===== src/rtl/nfes_pkg.sv =====
// Package for the nearest facing edge search block.
// Holds shared constants, direction and register codes, and the queue flag struct.
// No dependencies.
package nfes_pkg;

  localparam int COORD_BITS_DEF = 31;
  localparam int CFG_IDX_BITS   = 3;
  localparam int QUEUE_DEPTH    = 2;

  typedef enum logic [CFG_IDX_BITS-1:0] {
    CFG_QUERY_START_X   = 3'd0,
    CFG_QUERY_START_Y   = 3'd1,
    CFG_QUERY_END_X     = 3'd2,
    CFG_QUERY_END_Y     = 3'd3,
    CFG_QUERY_DIRECTION = 3'd4
  } nfes_cfg_idx_t;

  typedef enum logic [2:0] {
    DIR_NONE  = 3'd0,
    DIR_TOP   = 3'd1,
    DIR_RIGHT = 3'd2,
    DIR_DOWN  = 3'd3,
    DIR_LEFT  = 3'd4
  } nfes_dir_t;

  localparam int FLAG_BITS = 3;

  typedef struct packed {
    logic pass_a;
    logic pass_b;
    logic set_end;
  } nfes_flags_t;

endpackage


===== src/rtl/nfes_edge_test.sv =====
// Candidate test for one edge against the query: axis, strict overlap, facing side,
// and distance from the low ends. Depends on nfes_pkg.
module nfes_edge_test #(
  parameter int COORD_BITS = nfes_pkg::COORD_BITS_DEF
) (
  input  logic [COORD_BITS-1:0] ax,
  input  logic [COORD_BITS-1:0] ay,
  input  logic [COORD_BITS-1:0] bx,
  input  logic [COORD_BITS-1:0] by,
  input  logic [COORD_BITS-1:0] q_lo_x,
  input  logic [COORD_BITS-1:0] q_lo_y,
  input  logic [COORD_BITS-1:0] q_hi_x,
  input  logic [COORD_BITS-1:0] q_hi_y,
  input  logic [2:0]            dir,
  output logic                  pass,
  output logic [COORD_BITS-1:0] distance
);
  import nfes_pkg::*;

  logic                  horiz, axis_ok, along_x, upward, a_lt_b;
  logic                  overlap, side;
  logic [COORD_BITS-1:0] elx, ely, ehx, ehy;
  logic [COORD_BITS-1:0] e_lo_al, e_hi_al, q_lo_al, q_hi_al, e_lo_ac, q_lo_ac;

  always_comb begin
    horiz = (ay == by);
    case (dir)
      DIR_TOP, DIR_DOWN: begin
        axis_ok = horiz;
        along_x = 1'b1;
      end
      DIR_RIGHT, DIR_LEFT: begin
        axis_ok = !horiz;
        along_x = 1'b0;
      end
      default: begin
        axis_ok = 1'b0;
        along_x = 1'b1;
      end
    endcase
    upward = (dir == DIR_TOP) || (dir == DIR_RIGHT);

    a_lt_b = ($signed(ax) < $signed(bx)) || ((ax == bx) && ($signed(ay) < $signed(by)));
    elx = a_lt_b ? ax : bx;
    ely = a_lt_b ? ay : by;
    ehx = a_lt_b ? bx : ax;
    ehy = a_lt_b ? by : ay;

    e_lo_al = along_x ? elx : ely;
    e_hi_al = along_x ? ehx : ehy;
    q_lo_al = along_x ? q_lo_x : q_lo_y;
    q_hi_al = along_x ? q_hi_x : q_hi_y;
    e_lo_ac = along_x ? ely : elx;
    q_lo_ac = along_x ? q_lo_y : q_lo_x;

    overlap  = ($signed(e_lo_al) < $signed(q_hi_al)) && ($signed(q_lo_al) < $signed(e_hi_al));
    side     = upward ? ($signed(e_lo_ac) > $signed(q_lo_ac))
                      : ($signed(e_lo_ac) < $signed(q_lo_ac));
    distance = upward ? (e_lo_ac - q_lo_ac) : (q_lo_ac - e_lo_ac);
    pass     = axis_ok && overlap && side;
  end

endmodule


===== src/rtl/nfes_front.sv =====
// Front end: accepts vertices, tracks outline state, forms the edge and closing edge,
// and classifies both into one queue entry. Depends on nfes_pkg, nfes_edge_test.
module nfes_front #(
  parameter int COORD_BITS = nfes_pkg::COORD_BITS_DEF,
  localparam int ENTRY_W   = nfes_pkg::FLAG_BITS + 10 * COORD_BITS
) (
  input  logic                  clk,
  input  logic                  rst_n,
  input  logic                  in_valid,
  output logic                  in_ready,
  input  logic [COORD_BITS-1:0] vx,
  input  logic [COORD_BITS-1:0] vy,
  input  logic                  first,
  input  logic                  last,
  input  logic                  set_end,
  input  logic [COORD_BITS-1:0] qsx,
  input  logic [COORD_BITS-1:0] qsy,
  input  logic [COORD_BITS-1:0] qex,
  input  logic [COORD_BITS-1:0] qey,
  input  logic [2:0]            dir,
  input  logic                  q_full,
  output logic                  push,
  output logic [ENTRY_W-1:0]    push_data
);
  import nfes_pkg::*;

  logic [COORD_BITS-1:0] first_x_r, first_y_r, prev_x_r, prev_y_r;
  logic [COORD_BITS-1:0] first_x_nxt, first_y_nxt, prev_x_nxt, prev_y_nxt;
  logic [COORD_BITS-1:0] fx, fy, q_lo_x, q_lo_y, q_hi_x, q_hi_y;
  logic [COORD_BITS-1:0] dist_a, dist_b;
  logic                  pass_a, pass_b, q_s_lt_e;
  nfes_flags_t           flags;

  assign in_ready = !q_full;
  assign push     = in_valid && in_ready;

  always_comb begin
    q_s_lt_e = ($signed(qsx) < $signed(qex)) || ((qsx == qex) && ($signed(qsy) < $signed(qey)));
    q_lo_x   = q_s_lt_e ? qsx : qex;
    q_lo_y   = q_s_lt_e ? qsy : qey;
    q_hi_x   = q_s_lt_e ? qex : qsx;
    q_hi_y   = q_s_lt_e ? qey : qsy;
    fx       = first ? vx : first_x_r;
    fy       = first ? vy : first_y_r;
  end

  nfes_edge_test #(.COORD_BITS(COORD_BITS)) u_edge_a (
    .ax(prev_x_r), .ay(prev_y_r), .bx(vx), .by(vy),
    .q_lo_x(q_lo_x), .q_lo_y(q_lo_y), .q_hi_x(q_hi_x), .q_hi_y(q_hi_y),
    .dir(dir), .pass(pass_a), .distance(dist_a)
  );

  // closing edge back to the outline's first vertex
  nfes_edge_test #(.COORD_BITS(COORD_BITS)) u_edge_b (
    .ax(vx), .ay(vy), .bx(fx), .by(fy),
    .q_lo_x(q_lo_x), .q_lo_y(q_lo_y), .q_hi_x(q_hi_x), .q_hi_y(q_hi_y),
    .dir(dir), .pass(pass_b), .distance(dist_b)
  );

  always_comb begin
    flags.pass_a  = pass_a && !first;
    flags.pass_b  = pass_b && (last || set_end);
    flags.set_end = set_end;
    push_data = {flags, dist_a, dist_b,
                 prev_x_r, prev_y_r, vx, vy,
                 vx, vy, fx, fy};
  end

  always_comb begin
    first_x_nxt = first_x_r;
    first_y_nxt = first_y_r;
    prev_x_nxt  = prev_x_r;
    prev_y_nxt  = prev_y_r;
    if (push) begin
      first_x_nxt = fx;
      first_y_nxt = fy;
      prev_x_nxt  = vx;
      prev_y_nxt  = vy;
    end
  end

  always_ff @(posedge clk) begin
    if (!rst_n) begin
      first_x_r <= '0;
      first_y_r <= '0;
      prev_x_r  <= '0;
      prev_y_r  <= '0;
    end else begin
      first_x_r <= first_x_nxt;
      first_y_r <= first_y_nxt;
      prev_x_r  <= prev_x_nxt;
      prev_y_r  <= prev_y_nxt;
    end
  end

endmodule


===== src/rtl/nfes_queue.sv =====
// Small register queue between front and back ends.
// Depends on nfes_pkg for the default depth.
module nfes_queue #(
  parameter int WIDTH = 8,
  parameter int DEPTH = nfes_pkg::QUEUE_DEPTH
) (
  input  logic             clk,
  input  logic             rst_n,
  input  logic             push,
  input  logic [WIDTH-1:0] push_data,
  input  logic             pop,
  output logic [WIDTH-1:0] pop_data,
  output logic             full,
  output logic             empty
);
  localparam int PTR_W = (DEPTH > 1) ? $clog2(DEPTH) : 1;
  localparam int CNT_W = $clog2(DEPTH + 1);

  logic [WIDTH-1:0] mem_r [DEPTH];
  logic [PTR_W-1:0] wr_ptr_r, rd_ptr_r, wr_ptr_nxt, rd_ptr_nxt;
  logic [CNT_W-1:0] count_r, count_nxt;

  assign full     = (count_r == CNT_W'(DEPTH));
  assign empty    = (count_r == '0);
  assign pop_data = mem_r[rd_ptr_r];

  always_comb begin
    wr_ptr_nxt = wr_ptr_r;
    rd_ptr_nxt = rd_ptr_r;
    count_nxt  = count_r;
    if (push) begin
      wr_ptr_nxt = (wr_ptr_r == PTR_W'(DEPTH - 1)) ? '0 : wr_ptr_r + 1'b1;
    end
    if (pop) begin
      rd_ptr_nxt = (rd_ptr_r == PTR_W'(DEPTH - 1)) ? '0 : rd_ptr_r + 1'b1;
    end
    if (push && !pop) begin
      count_nxt = count_r + 1'b1;
    end else if (pop && !push) begin
      count_nxt = count_r - 1'b1;
    end
  end

  always_ff @(posedge clk) begin
    if (push) begin
      mem_r[wr_ptr_r] <= push_data;
    end
  end

  always_ff @(posedge clk) begin
    if (!rst_n) begin
      wr_ptr_r <= '0;
      rd_ptr_r <= '0;
      count_r  <= '0;
    end else begin
      wr_ptr_r <= wr_ptr_nxt;
      rd_ptr_r <= rd_ptr_nxt;
      count_r  <= count_nxt;
    end
  end

endmodule


===== src/rtl/nfes_back.sv =====
// Back end: running minimum over classified edges and the result register.
// Depends on nfes_pkg.
module nfes_back #(
  parameter int COORD_BITS = nfes_pkg::COORD_BITS_DEF,
  localparam int ENTRY_W   = nfes_pkg::FLAG_BITS + 10 * COORD_BITS,
  localparam int RES_W     = 5 * COORD_BITS
) (
  input  logic                  clk,
  input  logic                  rst_n,
  input  logic                  q_empty,
  input  logic [ENTRY_W-1:0]    q_data,
  output logic                  pop,
  input  logic [COORD_BITS-1:0] qsx,
  input  logic [COORD_BITS-1:0] qsy,
  input  logic [COORD_BITS-1:0] qex,
  input  logic [COORD_BITS-1:0] qey,
  output logic                  out_valid,
  input  logic                  out_ready,
  output logic                  out_found,
  output logic [RES_W-1:0]      out_res
);
  import nfes_pkg::*;

  localparam int EDGE_W = 4 * COORD_BITS;
  localparam logic [COORD_BITS-1:0] DIST_MAX = '1;

  nfes_flags_t           flags;
  logic [COORD_BITS-1:0] dist_a, dist_b, bd1, bd2;
  logic [EDGE_W-1:0]     edge_a, edge_b, be1, be2;
  logic                  cand_a, cand_b, bv1, bv2;

  logic [COORD_BITS-1:0] best_dist_r, best_dist_nxt;
  logic [EDGE_W-1:0]     best_edge_r, best_edge_nxt;
  logic                  best_valid_r, best_valid_nxt;
  logic                  out_valid_r, out_valid_nxt;
  logic                  out_found_r, out_found_nxt;
  logic [RES_W-1:0]      out_res_r, out_res_nxt;

  assign {flags, dist_a, dist_b, edge_a, edge_b} = q_data;

  assign pop       = !q_empty && (!flags.set_end || !out_valid_r || out_ready);
  assign out_valid = out_valid_r;
  assign out_found = out_found_r;
  assign out_res   = out_res_r;

  always_comb begin
    cand_a = flags.pass_a && (dist_a < best_dist_r);
    bd1    = cand_a ? dist_a : best_dist_r;
    be1    = cand_a ? edge_a : best_edge_r;
    bv1    = cand_a || best_valid_r;
    cand_b = flags.pass_b && (dist_b < bd1);
    bd2    = cand_b ? dist_b : bd1;
    be2    = cand_b ? edge_b : be1;
    bv2    = cand_b || bv1;
  end

  always_comb begin
    best_dist_nxt  = best_dist_r;
    best_edge_nxt  = best_edge_r;
    best_valid_nxt = best_valid_r;
    out_found_nxt  = out_found_r;
    out_res_nxt    = out_res_r;
    out_valid_nxt  = out_valid_r && !out_ready;
    if (pop) begin
      if (flags.set_end) begin
        best_dist_nxt  = DIST_MAX;
        best_valid_nxt = 1'b0;
        out_valid_nxt  = 1'b1;
        out_found_nxt  = bv2;
        out_res_nxt    = bv2 ? {bd2, be2[COORD_BITS-1:0], be2[2*COORD_BITS-1:COORD_BITS],
                                 be2[3*COORD_BITS-1:2*COORD_BITS],
                                 be2[4*COORD_BITS-1:3*COORD_BITS]}
                             : {DIST_MAX, qey, qex, qsy, qsx};
      end else begin
        best_dist_nxt  = bd2;
        best_edge_nxt  = be2;
        best_valid_nxt = bv2;
      end
    end
  end

  always_ff @(posedge clk) begin
    best_edge_r <= best_edge_nxt;
    out_found_r <= out_found_nxt;
    out_res_r   <= out_res_nxt;
  end

  always_ff @(posedge clk) begin
    if (!rst_n) begin
      best_dist_r  <= DIST_MAX;
      best_valid_r <= 1'b0;
      out_valid_r  <= 1'b0;
    end else begin
      best_dist_r  <= best_dist_nxt;
      best_valid_r <= best_valid_nxt;
      out_valid_r  <= out_valid_nxt;
    end
  end

endmodule


===== src/rtl/nearest_facing_edge_search_top.sv =====
// Top level of the nearest facing edge search: query registers, front end, queue, back end.
// Depends on nfes_pkg, nfes_front, nfes_queue, nfes_back.
//
// Vertices stream in at one per cycle while ready. The front end classifies the edge ending
// at each vertex and, where an outline or the set ends, the closing edge, both in the cycle
// of acceptance; a two-entry queue hands them to the back end, whose single running-minimum
// compare chain folds one entry per cycle. The result for a set appears in the output
// register after its final vertex is taken, and later vertices keep flowing while it waits.
// A stalled result holds the back end only when a second set ends behind it; the queue then
// fills and in_tready drops. Query registers must be written only while idle; unenforced.
module nearest_facing_edge_search_top #(
  parameter int  COORD_BITS = nfes_pkg::COORD_BITS_DEF,
  localparam int IN_W  = ((2 * COORD_BITS + 7) / 8) * 8,
  localparam int OUT_W = ((5 * COORD_BITS + 7) / 8) * 8
) (
  input  logic                              clk,
  input  logic                              rst_n,
  input  logic                              in_tvalid,
  output logic                              in_tready,
  input  logic [IN_W-1:0]                   in_tdata,   // vertex_x, vertex_y
  input  logic [1:0]                        in_tuser,   // outline_first, outline_last
  input  logic                              in_tlast,   // set_last
  output logic                              out_tvalid,
  input  logic                              out_tready,
  // near_start_x, near_start_y, near_end_x, near_end_y, near_distance
  output logic [OUT_W-1:0]                  out_tdata,
  output logic                              out_tuser,  // found
  input  logic                              cfg_we,
  input  logic [nfes_pkg::CFG_IDX_BITS-1:0] cfg_index,
  input  logic [COORD_BITS-1:0]             cfg_wdata
);
  import nfes_pkg::*;

  localparam int ENTRY_W = FLAG_BITS + 10 * COORD_BITS;

  logic [COORD_BITS-1:0] qsx_r, qsy_r, qex_r, qey_r;
  logic [2:0]            dir_r;
  logic                  push, pop, q_full, q_empty;
  logic [ENTRY_W-1:0]    push_data, pop_data;
  logic [5*COORD_BITS-1:0] res;

  always_ff @(posedge clk) begin
    if (!rst_n) begin
      qsx_r <= '0;
      qsy_r <= '0;
      qex_r <= '0;
      qey_r <= '0;
      dir_r <= DIR_NONE;
    end else if (cfg_we) begin
      case (cfg_index)
        CFG_QUERY_START_X:   qsx_r <= cfg_wdata;
        CFG_QUERY_START_Y:   qsy_r <= cfg_wdata;
        CFG_QUERY_END_X:     qex_r <= cfg_wdata;
        CFG_QUERY_END_Y:     qey_r <= cfg_wdata;
        CFG_QUERY_DIRECTION: dir_r <= cfg_wdata[2:0];
        default: ;
      endcase
    end
  end

  nfes_front #(.COORD_BITS(COORD_BITS)) u_front (
    .clk      (clk),
    .rst_n    (rst_n),
    .in_valid (in_tvalid),
    .in_ready (in_tready),
    .vx       (in_tdata[COORD_BITS-1:0]),
    .vy       (in_tdata[2*COORD_BITS-1:COORD_BITS]),
    .first    (in_tuser[0]),
    .last     (in_tuser[1]),
    .set_end  (in_tlast),
    .qsx      (qsx_r),
    .qsy      (qsy_r),
    .qex      (qex_r),
    .qey      (qey_r),
    .dir      (dir_r),
    .q_full   (q_full),
    .push     (push),
    .push_data(push_data)
  );

  nfes_queue #(.WIDTH(ENTRY_W), .DEPTH(QUEUE_DEPTH)) u_queue (
    .clk      (clk),
    .rst_n    (rst_n),
    .push     (push),
    .push_data(push_data),
    .pop      (pop),
    .pop_data (pop_data),
    .full     (q_full),
    .empty    (q_empty)
  );

  nfes_back #(.COORD_BITS(COORD_BITS)) u_back (
    .clk      (clk),
    .rst_n    (rst_n),
    .q_empty  (q_empty),
    .q_data   (pop_data),
    .pop      (pop),
    .qsx      (qsx_r),
    .qsy      (qsy_r),
    .qex      (qex_r),
    .qey      (qey_r),
    .out_valid(out_tvalid),
    .out_ready(out_tready),
    .out_found(out_tuser),
    .out_res  (res)
  );

  assign out_tdata = OUT_W'(res);

endmodule


===== config.mk =====
export PLATFORM = sky130hd
export DESIGN_NAME = nearest_facing_edge_search_top
export DESIGN_NICKNAME = d
export VERILOG_FILES = /design/src/rtl/nfes_pkg.sv /design/src/rtl/nfes_edge_test.sv /design/src/rtl/nfes_front.sv /design/src/rtl/nfes_queue.sv /design/src/rtl/nfes_back.sv /design/src/rtl/nearest_facing_edge_search_top.sv
export SDC_FILE = /design/constraint.sdc
export NUM_CORES = 2
export LEC_CHECK = 0
export ABC_AREA = 1
export BUFFER_PORTS_ARGS = -buffer_cell sky130_fd_sc_hd__buf_2
export CAP_MARGIN = 20
export CORE_ASPECT_RATIO = 0.8
export CORE_MARGIN = 5
export CORE_UTILIZATION = 42
export DETAILED_ROUTE_END_ITERATION = 8
export PLACE_DENSITY_LB_ADDON = 0.1
export RECOVER_POWER = 100
export SETUP_SLACK_MARGIN = 0.3
export SLEW_MARGIN = 20
export SYNTH_ARGS = -nofsm -noshare
export SYNTH_HDL_FRONTEND = slang
export SYNTH_HIERARCHICAL = 1
export SYNTH_SLANG_ARGS = --single-unit
export TNS_END_PERCENT = 10

===== constraint.sdc =====
create_clock -name clk -period 51.4 [get_ports clk]
set_clock_uncertainty 0.2 [all_clocks]
set_input_delay 10.28 -clock clk [delete_from_list [all_inputs] [get_ports clk]]
set_output_delay 10.28 -clock clk [all_outputs]
set_load 0.02 [all_outputs]

==> results.md <==
* Final critical-path setup slack at 21.99 ns
* Capture point of the worst reg-to-reg path: u_back/out_res[95]
* Arrival time at the worst endpoint at 29.82 ns
* Detailed-placement wirelength estimate at 227000 um
* Sum Neg Setup Slack at 0 ns
* Distinct cells, synth at 65
* Most area-consuming cells after synthesis: edfxtp_1, nand2_1, ha_1, dfxtp_1, mux2_4
* Quantity of hold-fixing buffers added after cts at 0
* Grt ovf at 0
* Area share of the largest cell type after synthesis at 36.4%
* Final critical delay including setup and external delays at 29.41 ns
* Buffer type at the clock tree root: clkbuf_16
* Fmax achieved at 34.0 MHz
* Number of gates given a new drive strength after cts at 0
* Clock insertion delay at the later pin of the skew report at 0.81 ns
* Vias in the first global route at 56650
* Clk sinks at 1195
* Top cell type by total area after synthesis: edfxtp_1
* Combined area of all synthesized cells at 74700 um^2
* Hold violation total from the final report at 0
* Number of I/O port buffers at 261
* Seq/Total Area, Yosys at 44.2%
* VDD IR max at 0.0574 mV
* Count of TritonRoute iterations in the first routing pass at 6
* Die span in y at 387 um
* DRT iter0 DRCs at 7752
* Synth Instances at 8775
* Number of register bits inferred by synthesis at 1195
* Initial antenna violation count at 32
* DR vias/cell at 5.59
* Unrepaired setup endpoints after global routing: false
* Startpoint of the most critical hold path: u_front/first_x_r[29]
* Clock H-tree levels at 4
* Most frequent cells after synthesis: nand2_1, edfxtp_1, inv_1
* Average size of a mapped cell at 8.51 um^2
* Core footprint at 177000 um^2
* # DRC at 0
* Site Rows at 138
* Total number of yosys warnings at 6
* Starting Density at 42.2%
* Inserted Clock Buffers at 134
* Number of routed nets with antenna violations at 0
* Result of the run: finished with violations
* Average detailed-routed wire length per instance at 27.1 um
* Type of the most critical hold path: reg2reg
* Endpoint type of the worst setup path: register
* Slew headroom at -358%
* Total setup buffers inserted after CTS at 0
* Fraction of registers with async set or reset after synthesis at 0%
* Max Transition Viols Final at 2752
* Total number of vias at 62883
* Maximum number of pins on one net before global-route repair at 157
* Max-cap violations at 52
* Power per cell area at 62.4 nW/um^2
* Final routed wirelength across all metal layers at 304000 um
* Failing checks: max-capacitance violations, max-slew violations
* Die area at 186000 um^2
* Setup slack, reg-to-reg at 21.99 ns
* Standby leakage power at 34.0 nW
* Critical path fanouts, max at 109
* Total number of nets in the final design at 9354
* Required time worst endpoint at 51.82 ns
* Placement Setup Slack at 31.79 ns
* WS Path Type: reg2reg
* Area growth from synthesis to layout at 8.24%
* Clock tree from TritonCTS: done
* FF-to-FF path depth at 22
* Clock transition time at the flip-flop clock pins of the worst setup and hold paths at 0.06 ns
* Number of I/O pins at 269
* Most repeated cell in the gate-level netlist after synthesis: nand2_1
* Overall die width at 481 um
* Global-route wire length before repair at 425000 um
* Share of final-layout standard cells stronger than drive strength 1 at 8.22%
* Worst-Margin Slew at 6.88 ns
* Hold worst-path end: u_front/first_x_r[29]
* Number of flops mapped to enable cells by yosys at 906
* Maximum root-to-sink buffer count at 3
* Most used flip-flop cell after synthesis: edfxtp_1
* Final setup violation count at 0
* Hold path depth at 2
* Fraction of the cycle the final worst path needs at 57.2%
* CP Launch Type: register
* Total global-route track usage at 31.6%
* Gp weighted congestion at 1.01
## power breakdown
group	total [mW]	switching, mW	internal (mW)
registers	1.55	0.0971	1.46
logic	2.51	1.76	0.748
clock network	0.978	0.423	0.555
## cell usage in the layout, fill, tap and decap left out, types with 12 or more instances in the layout
cell       instances
o21a_1            73
buf_2             45
clkinv_2          19
o21ai_2           24
xor2_1            41
mux2_4           270
a21oi_1          390
mux2_2            38
clkbuf_1         319
nor2_1           689
a31oi_1           12
inv_1            759
buf_4             88
ha_1             496
edfxtp_1         906
dfxtp_1          289
nor3_1            25
xnor2_1           19
nand2_1         2385
o221ai_1          18
clkbuf_16        137
clkinv_1          24
a21o_1            17
o21ai_1           48
mux2i_1           65
nand4_1           34
o21ai_0          695
inv_2             27
nand3_1          664
a211oi_1          80
## per-stage QoR
step / instances / hold WS [ns] / utilization (%) / total power, mW / cell area, um^2
after global placement: 10989 / 0.238 / 43.6 / 3.98 / 77100
after global routing: 11239 / 0.274 / 45.7 / 5.34 / 80800
after CTS: 11237 / 0.255 / 46.1 / 5.00 / 81500
after detailed placement: 10990 / 0.243 / 43.6 / 4.00 / 77100
final: 11243 / 0.254 / 45.7 / 5.04 / 80900
after floorplan: 8779 / 0.231 / - / 3.21 / 74700
## how the worst max path moves through the flow
| stage | start | end | slack (ns) | depth (start not counted) |
|---|---|---|---|---|
| CTS | in_tdata[61] | u_queue/mem_r[0][311] | 32.63 | 34 |
| global route | register | u_back/out_res[96] | 20.24 | 22 |
| floorplan | in_tvalid | u_queue/mem_r[0][0] | 26.29 | 5 |
| detailed placement | in_tdata[61] | u_queue/mem_r[0][311] | 31.79 | 34 |
| finish | register | u_back/out_res[95] | 21.99 | 22 |
| global placement | in_tdata[61] | u_queue/mem_r[0][311] | 31.86 | 34 |
## sequential cells by signal, summed over array words and instances, names as in the netlist, 2 cells and up, named ones only
register	cells
u_back/best_dist_r	31
u_back/out_res	155
u_queue/count_r	2
dir_r	3
qex_r	31
u_queue/mem_r	626
qsx_r	31
u_front/first_x_r	31
u_back/best_edge_r	124
qsy_r	31
u_front/prev_y_r	31
u_front/first_y_r	31
u_front/prev_x_r	31
qey_r	31
## final cells by class
class	count	area [um^2]
clock inverters	67	719
repair buffers	419	2020
inverters	791	2980
flip-flops and latches	1195	33000
fillers	17638	96000
clock buffers	180	3660
diodes	4	10.0
well taps	2380	2980
multi-input cells	6207	35500
## metal layers
layer	track usage [%]	routed length [um]	part of all wire, %
met1	48.6	141000	46
met2	43.8	121000	40
met3	8.07	33300	11
met4	7.94	8330	2.7
met5	0	66	0.022
## critical path, stage by stage (launching register included)
cell      delay (ns)
dfxtp_1         2.49
clkbuf_1        2.34
clkbuf_1        2.70
mux2_1          0.46
ha_1            0.32
nand2_1         0.07
nor2_1          0.26
nand2_1         0.15
nor3_1          0.37
nand2_1         0.15
nand2_1         2.31
clkbuf_1        4.93
o21ai_0         1.02
ha_1            0.66
nand4_1         0.16
or3_1           0.43
nor4_1          0.39
nand2_1         0.75
nand2_1         2.19
clkbuf_1        2.23
clkbuf_1        2.77
nand3_1         1.16
nand2_1         0.33
## kinds of logic after synthesis
group | after synthesis | synth area share [%]
multiplexers | 378 | 6.95
buffers and inverters | 1377 | 8.38
AO/OA/AOI/OAI | 1407 | 10.4
XOR/XNOR | 60 | 0.704
adder cells (fa/ha/maj) | 500 | 8.42
flip-flops | 1195 | 44.2
other | 1 | 0.00502
AND/OR/NAND/NOR | 3857 | 20.9
(Power assumes the default switching activity.)
